**config.mk**
```make
export PLATFORM = sky130hd
export DESIGN_NAME = lpt_div_step
export DESIGN_NICKNAME = d
export VERILOG_FILES = /design/src/rtl/lpt_pkg.sv /design/src/rtl/lpt_div_step.sv
export SDC_FILE = /design/constraint.sdc
export NUM_CORES = 1
export LEC_CHECK = 0
export BUFFER_PORTS_ARGS = -buffer_cell sky130_fd_sc_hd__buf_4
export CAP_MARGIN = 0
export CORE_AREA = 4 4 371 373
export CTS_CLUSTER_SIZE = 20
export DETAILED_ROUTE_END_ITERATION = 10
export DIE_AREA = 0 0 375 377
export MAX_ROUTING_LAYER = met4
export PLACE_DENSITY_LB_ADDON = 0.2
export RECOVER_POWER = 25
export SYNTH_ARGS = -nofsm -noshare
export SYNTH_HDL_FRONTEND = slang
export SYNTH_SLANG_ARGS = --single-unit
```
**constraint.sdc**
```tcl
create_clock -name clock -period 4.3 [get_ports clock]
set_input_delay 0.86 -clock clock [delete_from_list [all_inputs] [get_ports clock]]
set_output_delay 0.86 -clock clock [all_outputs]
set_load 0.02 [all_outputs]
```
**src/rtl/lpt_pkg.sv**
```systemverilog
// Package of the laser plane triangulation unit: types, register indexes and constants.
package lpt_pkg;

   localparam int CSR_INDEX_W  = 3;
   localparam int CSR_DATA_W   = 48;
   localparam int COORD_W      = 48;
   localparam int DEN_W        = 84;
   localparam int DMAG_W       = 83;
   localparam int PROD_W       = 97;
   localparam int QUO_W        = 48;
   localparam int FEED_BITS    = 18;
   localparam int NORM_SHIFT   = 30;
   localparam int LANES        = 3;

   localparam logic [CSR_INDEX_W-1:0] CSR_FOCAL_X      = 3'd0;
   localparam logic [CSR_INDEX_W-1:0] CSR_FOCAL_Y      = 3'd1;
   localparam logic [CSR_INDEX_W-1:0] CSR_CENTER_X     = 3'd2;
   localparam logic [CSR_INDEX_W-1:0] CSR_CENTER_Y     = 3'd3;
   localparam logic [CSR_INDEX_W-1:0] CSR_PLANE_NX     = 3'd4;
   localparam logic [CSR_INDEX_W-1:0] CSR_PLANE_NY     = 3'd5;
   localparam logic [CSR_INDEX_W-1:0] CSR_PLANE_NZ     = 3'd6;
   localparam logic [CSR_INDEX_W-1:0] CSR_PLANE_OFFSET = 3'd7;

   localparam logic [1:0] STATUS_VALID     = 2'd0;
   localparam logic [1:0] STATUS_PARALLEL  = 2'd1;
   localparam logic [1:0] STATUS_BEHIND    = 2'd2;
   localparam logic [1:0] STATUS_SATURATED = 2'd3;

   localparam logic [QUO_W-1:0] LIM_POS = 48'h7FFF_FFFF_FFFF;
   localparam logic [QUO_W-1:0] LIM_NEG = 48'h8000_0000_0000;

   localparam int LANE_X = 0;
   localparam int LANE_Y = 1;
   localparam int LANE_Z = 2;

   typedef struct packed {
      logic [23:0] pixel_col;
      logic [23:0] pixel_row;
   } req_type;

   typedef struct packed {
      logic [1:0]          status;
      logic signed [47:0]  point_x;
      logic signed [47:0]  point_y;
      logic signed [47:0]  point_z;
   } rsp_type;

   typedef struct packed {
      logic [23:0]         focal_x;
      logic [23:0]         focal_y;
      logic [23:0]         center_x;
      logic [23:0]         center_y;
      logic signed [31:0]  plane_nx;
      logic signed [31:0]  plane_ny;
      logic signed [31:0]  plane_nz;
      logic signed [47:0]  plane_offset;
   } cfg_type;

   // One coordinate in the divider: partial remainder, and a shift word that
   // feeds numerator bits out the top while quotient bits enter the bottom.
   typedef struct packed {
      logic [DMAG_W-1:0] rem;
      logic [QUO_W-1:0]  sh;
      logic              big;
      logic              flip;
   } lane_type;

   typedef struct packed {
      logic                        valid;
      logic                        dzero;
      logic [DMAG_W-1:0]           dmag;
      lane_type [LANES-1:0]        lane;
   } div_type;

endpackage

```
**src/rtl/lpt_div_step.sv**
```systemverilog
// One restoring division step for all three coordinates, with its pipeline register.
module lpt_div_step (
   input  logic              clock,
   input  logic              reset,
   input  logic              advance,
   input  lpt_pkg::div_type  div_in,
   output lpt_pkg::div_type  div_out
);

   lpt_pkg::div_type              div_ff, nxt;
   logic [lpt_pkg::DMAG_W:0]      trial [lpt_pkg::LANES];
   logic [lpt_pkg::DMAG_W:0]      diff  [lpt_pkg::LANES];
   logic                          ge    [lpt_pkg::LANES];

   always_comb begin
      nxt = div_in;
      for (int k = 0; k < lpt_pkg::LANES; k++) begin
         trial[k] = {div_in.lane[k].rem, div_in.lane[k].sh[lpt_pkg::QUO_W-1]};
         diff[k] = trial[k] - {1'b0, div_in.dmag};
         ge[k] = (trial[k] >= {1'b0, div_in.dmag});
         nxt.lane[k].rem = ge[k] ? diff[k][lpt_pkg::DMAG_W-1:0]
                                 : trial[k][lpt_pkg::DMAG_W-1:0];
         nxt.lane[k].sh = {div_in.lane[k].sh[lpt_pkg::QUO_W-2:0], ge[k]};
      end
   end

   always_ff @(posedge clock) begin
      if (reset) begin
         div_ff.valid <= 1'b0;
      end else if (advance) begin
         div_ff.valid <= nxt.valid;
      end
      if (advance) begin
         div_ff.dzero <= nxt.dzero;
         div_ff.dmag <= nxt.dmag;
         div_ff.lane <= nxt.lane;
      end
   end

   assign div_out = div_ff;

endmodule

```
# Yosys cells after proc, flatten, opt, wreduce, memory -nomap -nowiden
# Cells that the tools add are included.
[totals]
ff_bits = 484
in_bits = 487
output_inout_bits = 484
word_cells = 24
[classes]
add_sub_neg = 3
order_cmp = 3
muxes = 3
[ops]
columns = ["op", "count"]
rows = [
  ["84-bit by 83-bit >= comparator with 1-bit output", 3],
  ["83-bit 2-to-1 mux", 3],
  ["83-bit subtractor", 3],
]

# Longest topological paths before layout
# Gate-level depths: netlist of the first run.
[depth]
word_depth = 2
depth_mapped = 17
ltp_nobuf = 16

# Worst setup path before layout of the first run
# No wires, ideal clock.
[synth_timing]
path_kind = "input -> register"
from = "input div_in[182] in the netlist's numbering"
to = "register div_ff (netlist bit div_out[222]), data pin"
setup_time_ns = 0.260
t_arrival_ns = 3.735
required_time_ns = 4.040
slack_ns = 0.305
path_stages = 15
path_buffers = 0
path_cell_list = "inv_1 ha_1 fa_1 nor2b_1 o21bai_1 a21oi_1 a21oi_1 o311ai_1 o21ai_1 o41a_1 o21ai_2 nand2b_4 a21oi_4 inv_2 mux2_2"
[synth_rtl]
columns = ["item", "line_no", "text"]
rows = [
  ["from (decl)", "lpt_div_step.sv:6", "input lpt_pkg::div_type div_in,"],
  ["to (decl)", "lpt_div_step.sv:10", "lpt_pkg::div_type div_ff, nxt;"],
]

==> summary.md, run 1 <==
| Metric | Value |
|---|---|
| Avg Vias per Cell | 4.75 |
| XOR/XNOR Fraction of Synth Area | 6.20% |
| Num CTS Buffers | 67 |
| Period utilization | 98.9% |
| Largest net degree at the start of global routing | 103 |
| Final Wtd Congestion | 0.922 |
| Cell Area, Synth | 32,800 sq um |
| Max reg flops | 484 |
| Vias | 32.4k |
| Core area | 135,000 sq um |
| Peak VDD IR | 290 uV |
| Crit-path max cell delay | 0.50 ns |
| # clock sinks | 484 |
| Crit path max fanout | 3 |
| Final core occ | 37.0% |
| Fmax | 235 MHz |
| Library cells used by synthesis | 101 |
| Mux contribution to synthesized area | 3.13% |
| Clk_lat worst skew | 0.64 ns |
| Rel. slew slack | -50.8% |
| Number of port buffers | 970 |
| Starting density of the core | 24.4% |
| Most frequent cell on the critical path | a21o_1 |
| Status | finished, violations left |
| Pwr Density | 376 nW/um^2 |
| Crit path max-delay family | compound AO/OA/AOI/OAI gates |
| Synthesized Nets | 4,023 |
| Longest Clk Path Bufs | 3 |
| Total Wirelength | 172,000 um |
| Layout cell share with drive strength beyond 1 | 38.8% |
| WP data required | 4.71 ns |
| Hold_ws | 0.367 ns |
| H-tree levels | 3 |
| Flop2flop setup slack | 3.71 ns |
| Failing checks | max-capacitance violations, max-slew violations |
| Pre-CTS setup slack | -0.750 ns |
| Antenna-violating nets left | 0 |
| Synth Area in Simple Gates | 12.4% |
| IO Pins | 971 |
| CP bufs+invs | 3 |
| Chip height | 377 um |
| Launching point of the worst reg2reg path | div_out[483] |
| Post-synthesis async set-or-reset flop share | 0% |
| Worst-Margin Slew | 2.26 ns |
| RSZ-0062 raised after global routing | no |
| EDFF count, synth | 483 |
| Vias in the first global route | 32.8k |
| Pre-antenna DRT Iters | 6 |
| Crit. path cell count | 16 |
| CTS root buf | clkbuf_16 |
| Synth Area in Compound Gates | 20.4% |
| Max Slew Vio Count | 60 |
| DRC Markers | 0 |
| CP endpoint | div_out[383] |
| Worst-path clk slew | 0.05 ns |
| Static Leak | 0.0222 uW |
| Largest family of logic cells by synthesized area | compound AO/OA/AOI/OAI gates |
| Final setup margin | 0.0463 ns |
| Total GRT Usage | 23.8% |
| Critical path class | in -> reg |
| First-pass GRT wire length | 236,000 um |
| YS warnings | 0 |
| Overflow after GRT | 0 |
| Worst EP arrival | 4.66 ns |
| # rows | 135 |
| Post-Synthesis Cells | 3,284 |
| Die W | 375 um |
| Slowest cell on crit path | a211oi_1 |
| Final setup fails | 0 |
| Multi-input logic area | 17,000 sq um |
| FF+latch count, synth | 484 |
| Element type at the critical path start | input port |
| Setup Skew | 0 ns |
| Initial antenna violation count | 43 |
| Primary FF master, synth | edfxtp_1 |
| Die area | 141,000 sq um |
| Final Power | 18,700 uW |
| Tmin final | 4.25 ns |
| Fillcell total | 13.9k |
| Crit path cell chain | clkbuf_1 > inv_1 > buf_4 > ha_1 > a21o_1 > a21o_1 > a221oi_1 > o21ai_0 > a211oi_1 > o31a_1 > nor4_2 > o21ai_1 > nor3_1 > or2_1 > xor2_1 > mux2_1 |
| Syn Area/Cell | 9.98 sq um |
| R2R Path End | div_out[483] |
| Crit. End Element | flip-flop |
| Worst hold stages | 2 |
| HPWL after detailed placement | 147,000 um |
| Worst Setup SP | div_in[427] |
| Final net count | 5,682 |
| Length in cells of the worst reg-to-reg path | 2 |
| Area Growth Syn to Fin | 51.9% |
| Max-Cap Viols | 1 |
| DR iter-0 viols | 2,223 |
| Wire length per cell | 25.2 um |
| Hold Violations, Final | 0 |
| Postcts setup bufs | 0 |
| Worst hold path class | in -> reg |
| Sequential element share of the synthesized area | 44.3% |
| Post-synthesis adder-cell area fraction | 9.69% |
| CTS tree | yes |
| Register area | 14,500 sq um |
==> cells in the final DEF (no fill, tap or decap), types with 8 or more instances in the layout <==
cell and count:
a211oi_1 22, a21boi_0 8, a21o_1 163, a21oi_1 287, a31oi_1 34, and2_1 12
and3_1 22, buf_12 17, buf_4 1486, clkbuf_1 52, clkbuf_16 67, clkbuf_4 194
clkinv_1 13, clkinv_2 9, diode_2 37, edfxtp_1 483, ha_1 248, inv_1 155
mux2_2 80, mux2i_1 9, nand2_1 354, nand2b_1 28, nand3_1 50, nand4_1 87
nor2_1 165, nor2b_1 27, nor3_1 42, nor4_1 9, o211ai_1 16, o21a_1 39
o21ai_0 210, o21ai_1 86, o21bai_1 52, o31a_1 10, o31ai_1 28, or3_1 11
xnor2_1 136, xor2_1 96
==> stage by stage <==
stage / cell area [sq um] / cells / setup TNS [ns]
final: 49800 / 6810 / 0
after global routing: 49800 / 6805 / 0
after CTS: 49800 / 6773 / 0
after detailed placement: 47600 / 6655 / -107.13
after global placement: 47600 / 6655 / -101.07
after floorplan: 32800 / 3284 / 0
==> logic make-up after synthesis <==
family | after synthesis
simple gates | 855
buf+inv | 311
mux | 92
compound gates | 1058
flops | 484
xor+xnor | 232
fa+ha+maj | 252
==> repair_timing <==
item / in CTS / in global routing
endpoints found under the hold margin: 0 / 0
pin swaps: 0 / 3
gates resized for setup: 1 / 10
hold buffers: 0 / 0
endpoints found under the setup margin: 2 / 11
==> metal layers <==
| metal | vias up | wire (um) | global-route usage, % |
|---|---|---|---|
| met4 | 0 | 5460 | 7.71 |
| met5 | - | 0 | - |
| li1 | 15600 | - | - |
| met2 | 898 | 90900 | 43.7 |
| met3 | 189 | 9590 | 5.59 |
| met1 | 15700 | 65900 | 25.2 |
==> worst min-delay path by stage <==
stage                            start           end  slack, ns
after floorplan           div_out[483]  div_out[483]       0.58
after global placement    div_out[483]  div_out[483]       0.48
after detailed placement  div_out[483]  div_out[483]       0.52
after CTS                  div_in[173]  div_out[174]       0.30
after global routing             reset  div_out[483]       0.33
final                            reset  div_out[483]       0.37
==> area by class of cell <==
class                   instances  area share [%]
clock inverters                41           0.945
well taps                    1781            4.47
diodes                         37           0.186
flip-flops and latches        484            29.2
repair buffers               1743            26.4
multi-input cells            2489            34.2
inverters                     158            1.19
clock buffers                  77            3.46
==> synthesized netlist by cell type, types with 5 or more instances <==
master / count / share of area, %
a211oi_1: 22 / 0.50
a21boi_0: 9 / 0.21
a21boi_1: 5 / 0.11
a21o_1: 164 / 3.8
a21oi_1: 288 / 4.4
a221o_1: 6 / 0.18
a221oi_1: 5 / 0.13
a31oi_1: 34 / 0.65
and2_1: 12 / 0.23
and3_1: 22 / 0.42
and4_1: 6 / 0.16
buf_2: 47 / 0.72
buf_4: 7 / 0.16
buf_6: 5 / 0.17
clkbuf_1: 92 / 1.1
edfxtp_1: 483 / 44
ha_1: 249 / 9.5
inv_1: 155 / 1.8
mux2_2: 80 / 2.7
mux2i_1: 9 / 0.27
nand2_1: 354 / 4.1
nand2b_1: 28 / 0.53
nand3_1: 50 / 0.76
nand4_1: 87 / 1.7
nor2_1: 165 / 1.9
nor2b_1: 28 / 0.53
nor3_1: 42 / 0.64
nor3b_1: 6 / 0.14
nor4_1: 9 / 0.17
o211ai_1: 16 / 0.37
o21a_1: 39 / 0.89
o21ai_0: 211 / 3.2
o21ai_1: 86 / 1.3
o21bai_1: 52 / 1.2
o22ai_1: 7 / 0.13
o31a_1: 10 / 0.27
o31ai_1: 28 / 0.64
or3_1: 11 / 0.21
or4_1: 6 / 0.14
xnor2_1: 136 / 3.6
xor2_1: 96 / 2.6
==> power by group <==
part,switching (uW),internal [uW]
clock,2400,3330
sequential,268,5960
combinational,3780,2980
total,6450,12300
No activity file was read; power rests on OpenSTA's default activity.
==> run 2, diff against run 1 <==
Settings changed: CORE_AREA 4 4 371 373 to 4 4 379 381, DIE_AREA 0 0 375 377 to 0 0 383 385.
==> run 2 against run 1 <==
  * The flow still finishes with violations (max-capacitance violations, max-slew violations)
  * Largest power group unchanged
  * Critical path depth rose by 3
  * Clock-buffer cell count up 4
  * Register-to-register slack worse by 0.03 ns
  * Worst hold slack better by 0.0043 ns
  * Critical endpoint is now div_out[390]
  * Core utilization shrank 1.1 points
  * Die area rose by 4.3%
==> summary.md, run 2 (synthesis results as in run 1) <==
| Metric | Value |
|---|---|
| Peak VDD IR | 243 uV |
| Core area | 141,000 sq um |
| Wire length per cell | 25.2 um |
| Most frequent cell on the critical path | buf_4 |
| Num CTS Buffers | 68 |
| Element type at the critical path start | input port |
| Final Power | 18,800 uW |
| Hold Violations, Final | 0 |
| Overflow after GRT | 0 |
| Placed cell areas | 48,300 sq um |
| Area Growth Syn to Fin | 53.9% |
| Die W | 383 um |
| Pwr Density | 373 nW/um^2 |
| Dpl cells | 6,825 |
| Layout cell share with drive strength beyond 1 | 39.5% |
| Crit path max fanout | 4 |
| Setup Skew | 0 ns |
| Multi-input logic area | 17,000 sq um |
| Status | finished, violations left |
| # clock sinks | 484 |
| Largest net degree at the start of global routing | 80 |
| CTS tree | yes |
| Avg Vias per Cell | 4.65 |
| H-tree levels | 3 |
| Final setup fails | 0 |
| Max reg flops | 484 |
| Worst-Margin Slew | 2.89 ns |
| Worst-path clk slew | 0.06 ns |
| Clk_lat worst skew | 0.64 ns |
| Routing usage on met2 | 43.4% |
| Final net count | 5,746 |
| Hold_ws | 0.371 ns |
| DR iter-0 viols | 1,780 |
| Total GRT Usage | 23.4% |
| Longest Clk Path Bufs | 3 |
| Register area | 14,500 sq um |
| Post-Layout Cell Count | 6,972 |
| HPWL after detailed placement | 152,000 um |
| Antenna-violating nets left | 0 |
| Worst EP arrival | 4.53 ns |
| WP data required | 4.71 ns |
| Max Slew Vio Count | 76 |
| Failing checks | max-capacitance violations, max-slew violations |
| Total Wirelength | 176,000 um |
| Worst hold path class | in -> reg |
| # rows | 138 |
| Fillcell total | 14.5k |
| CP bufs+invs | 5 |
| Starting density of the core | 23.3% |
| Crit path max-delay family | compound AO/OA/AOI/OAI gates |
| Chip height | 385 um |
| Number of port buffers | 970 |
| Die area | 147,000 sq um |
| Crit. End Element | flip-flop |
| DRC Markers | 0 |
| Post-CTS Hold Buffers | 0 |
| First-pass GRT wire length | 240,000 um |
| RSZ-0062 raised after global routing | no |
| Fmax | 243 MHz |
| Most frequent cells in the layout | buf_4, edfxtp_1, nand2_1, a21oi_1, ha_1 |
| Period utilization | 95.6% |
| Final Wtd Congestion | 0.919 |
| GR Util met1 | 24.2% |
| IO Pins | 971 |
| Vias | 32.4k |
| Commonest non-fill, non-tap cell in the layout | buf_4 |
| Crit path cell chain | buf_4 > inv_1 > ha_1 > fa_1 > nor2b_1 > o31a_1 > o31ai_2 > nand2_1 > a221oi_2 > buf_4 > a21oi_1 > buf_12 > a211oi_2 > buf_4 > o21bai_1 > a21oi_1 > o21ai_1 > xor2_1 > mux2_2 |
| Critical path class | in -> reg |
| Rel. slew slack | -92.8% |
| Flop2flop setup slack | 3.68 ns |
| Crit-path max cell delay | 0.35 ns |
| Design Area, Final | 50,500 sq um |
| Initial antenna violation count | 33 |
| Max-Cap Viols | 1 |
| Vias in the first global route | 32.7k |
| CTS root buf | clkbuf_16 |
| GRT Max-Usage Layer | met2 |
| Met3 Track Usage GR | 4.91% |
| Tmin final | 4.11 ns |
| Final core occ | 35.9% |
| Pre-antenna DRT Iters | 8 |
| Static Leak | 0.0226 uW |
| Slowest cell on crit path | o31ai_2 |
==> run 2: cell types whose count changed in the layout (fill, tap and decap cells not counted), moves of 2 or more <==
cell       before   now
clkinv_1       13    10
clkbuf_1       52    55
o31ai_2         1     3
diode_2        37    28
buf_12         17    25
clkinv_4        2     0
buf_4        1486  1553
clkbuf_4      194   184
clkbuf_16      67    69
==> run 2: per-layer routing <==
layer,share of wire [%],wire (um),up-vias
met5,0,0,-
met2,53,92800,944
met3,5.7,9970,199
met4,3.9,6930,0
li1,-,-,15700
met1,38,65900,15600
==> run 2: final timing paths <==
| kind | cells past startpoint | end | startpoint |
|---|---|---|---|
| worst min register to register | 2 | div_out[483] | div_out[483] |
| worst max register to register | 2 | div_out[483] | div_out[483] |
| worst min-delay path | 2 | div_out[483] | reset |
| worst max-delay path | 19 | div_out[390] | div_in[315] |
==> run 2: area by class of cell <==
cell class | instances | share of cell area [%]
Multi-Input combinational cell | 2489 | 33.7
Tap cell | 1890 | 4.69
Clock inverter | 36 | 0.848
Antenna cell | 28 | 0.139
Inverter | 158 | 1.18
Timing Repair Buffer | 1806 | 27.2
Clock buffer | 81 | 3.51
Sequential cell | 484 | 28.8
==> run 2: power by group <==
part	total [uW]	internal (uW)	switching, uW
logic	6830	3030	3810
clock network	5760	3380	2390
registers	6200	5960	245
total	18800	12400	6440
==> run 2: timing repair <==
action / in CTS / in global routing
resized for setup: 0 / 3
endpoints found under the setup margin: 0 / 11
setup buffers: 0 / 2
==> run 2: worst reg2reg max path, cell delays in order (launching register included) <==
cell	delay, ns
dfxtp_1	0.33
mux2i_1	0.07
nor2_1	0.16
==> run 2: per-stage QoR <==
step / setup TNS [ns] / setup slack [ns]
after floorplan: 0 / 0.305
after global placement: -96.84 / -0.629
after detailed placement: -95.69 / -0.684
after CTS: 0 / 0.0426
after global routing: 0 / 0.00204
final: 0 / 0.188
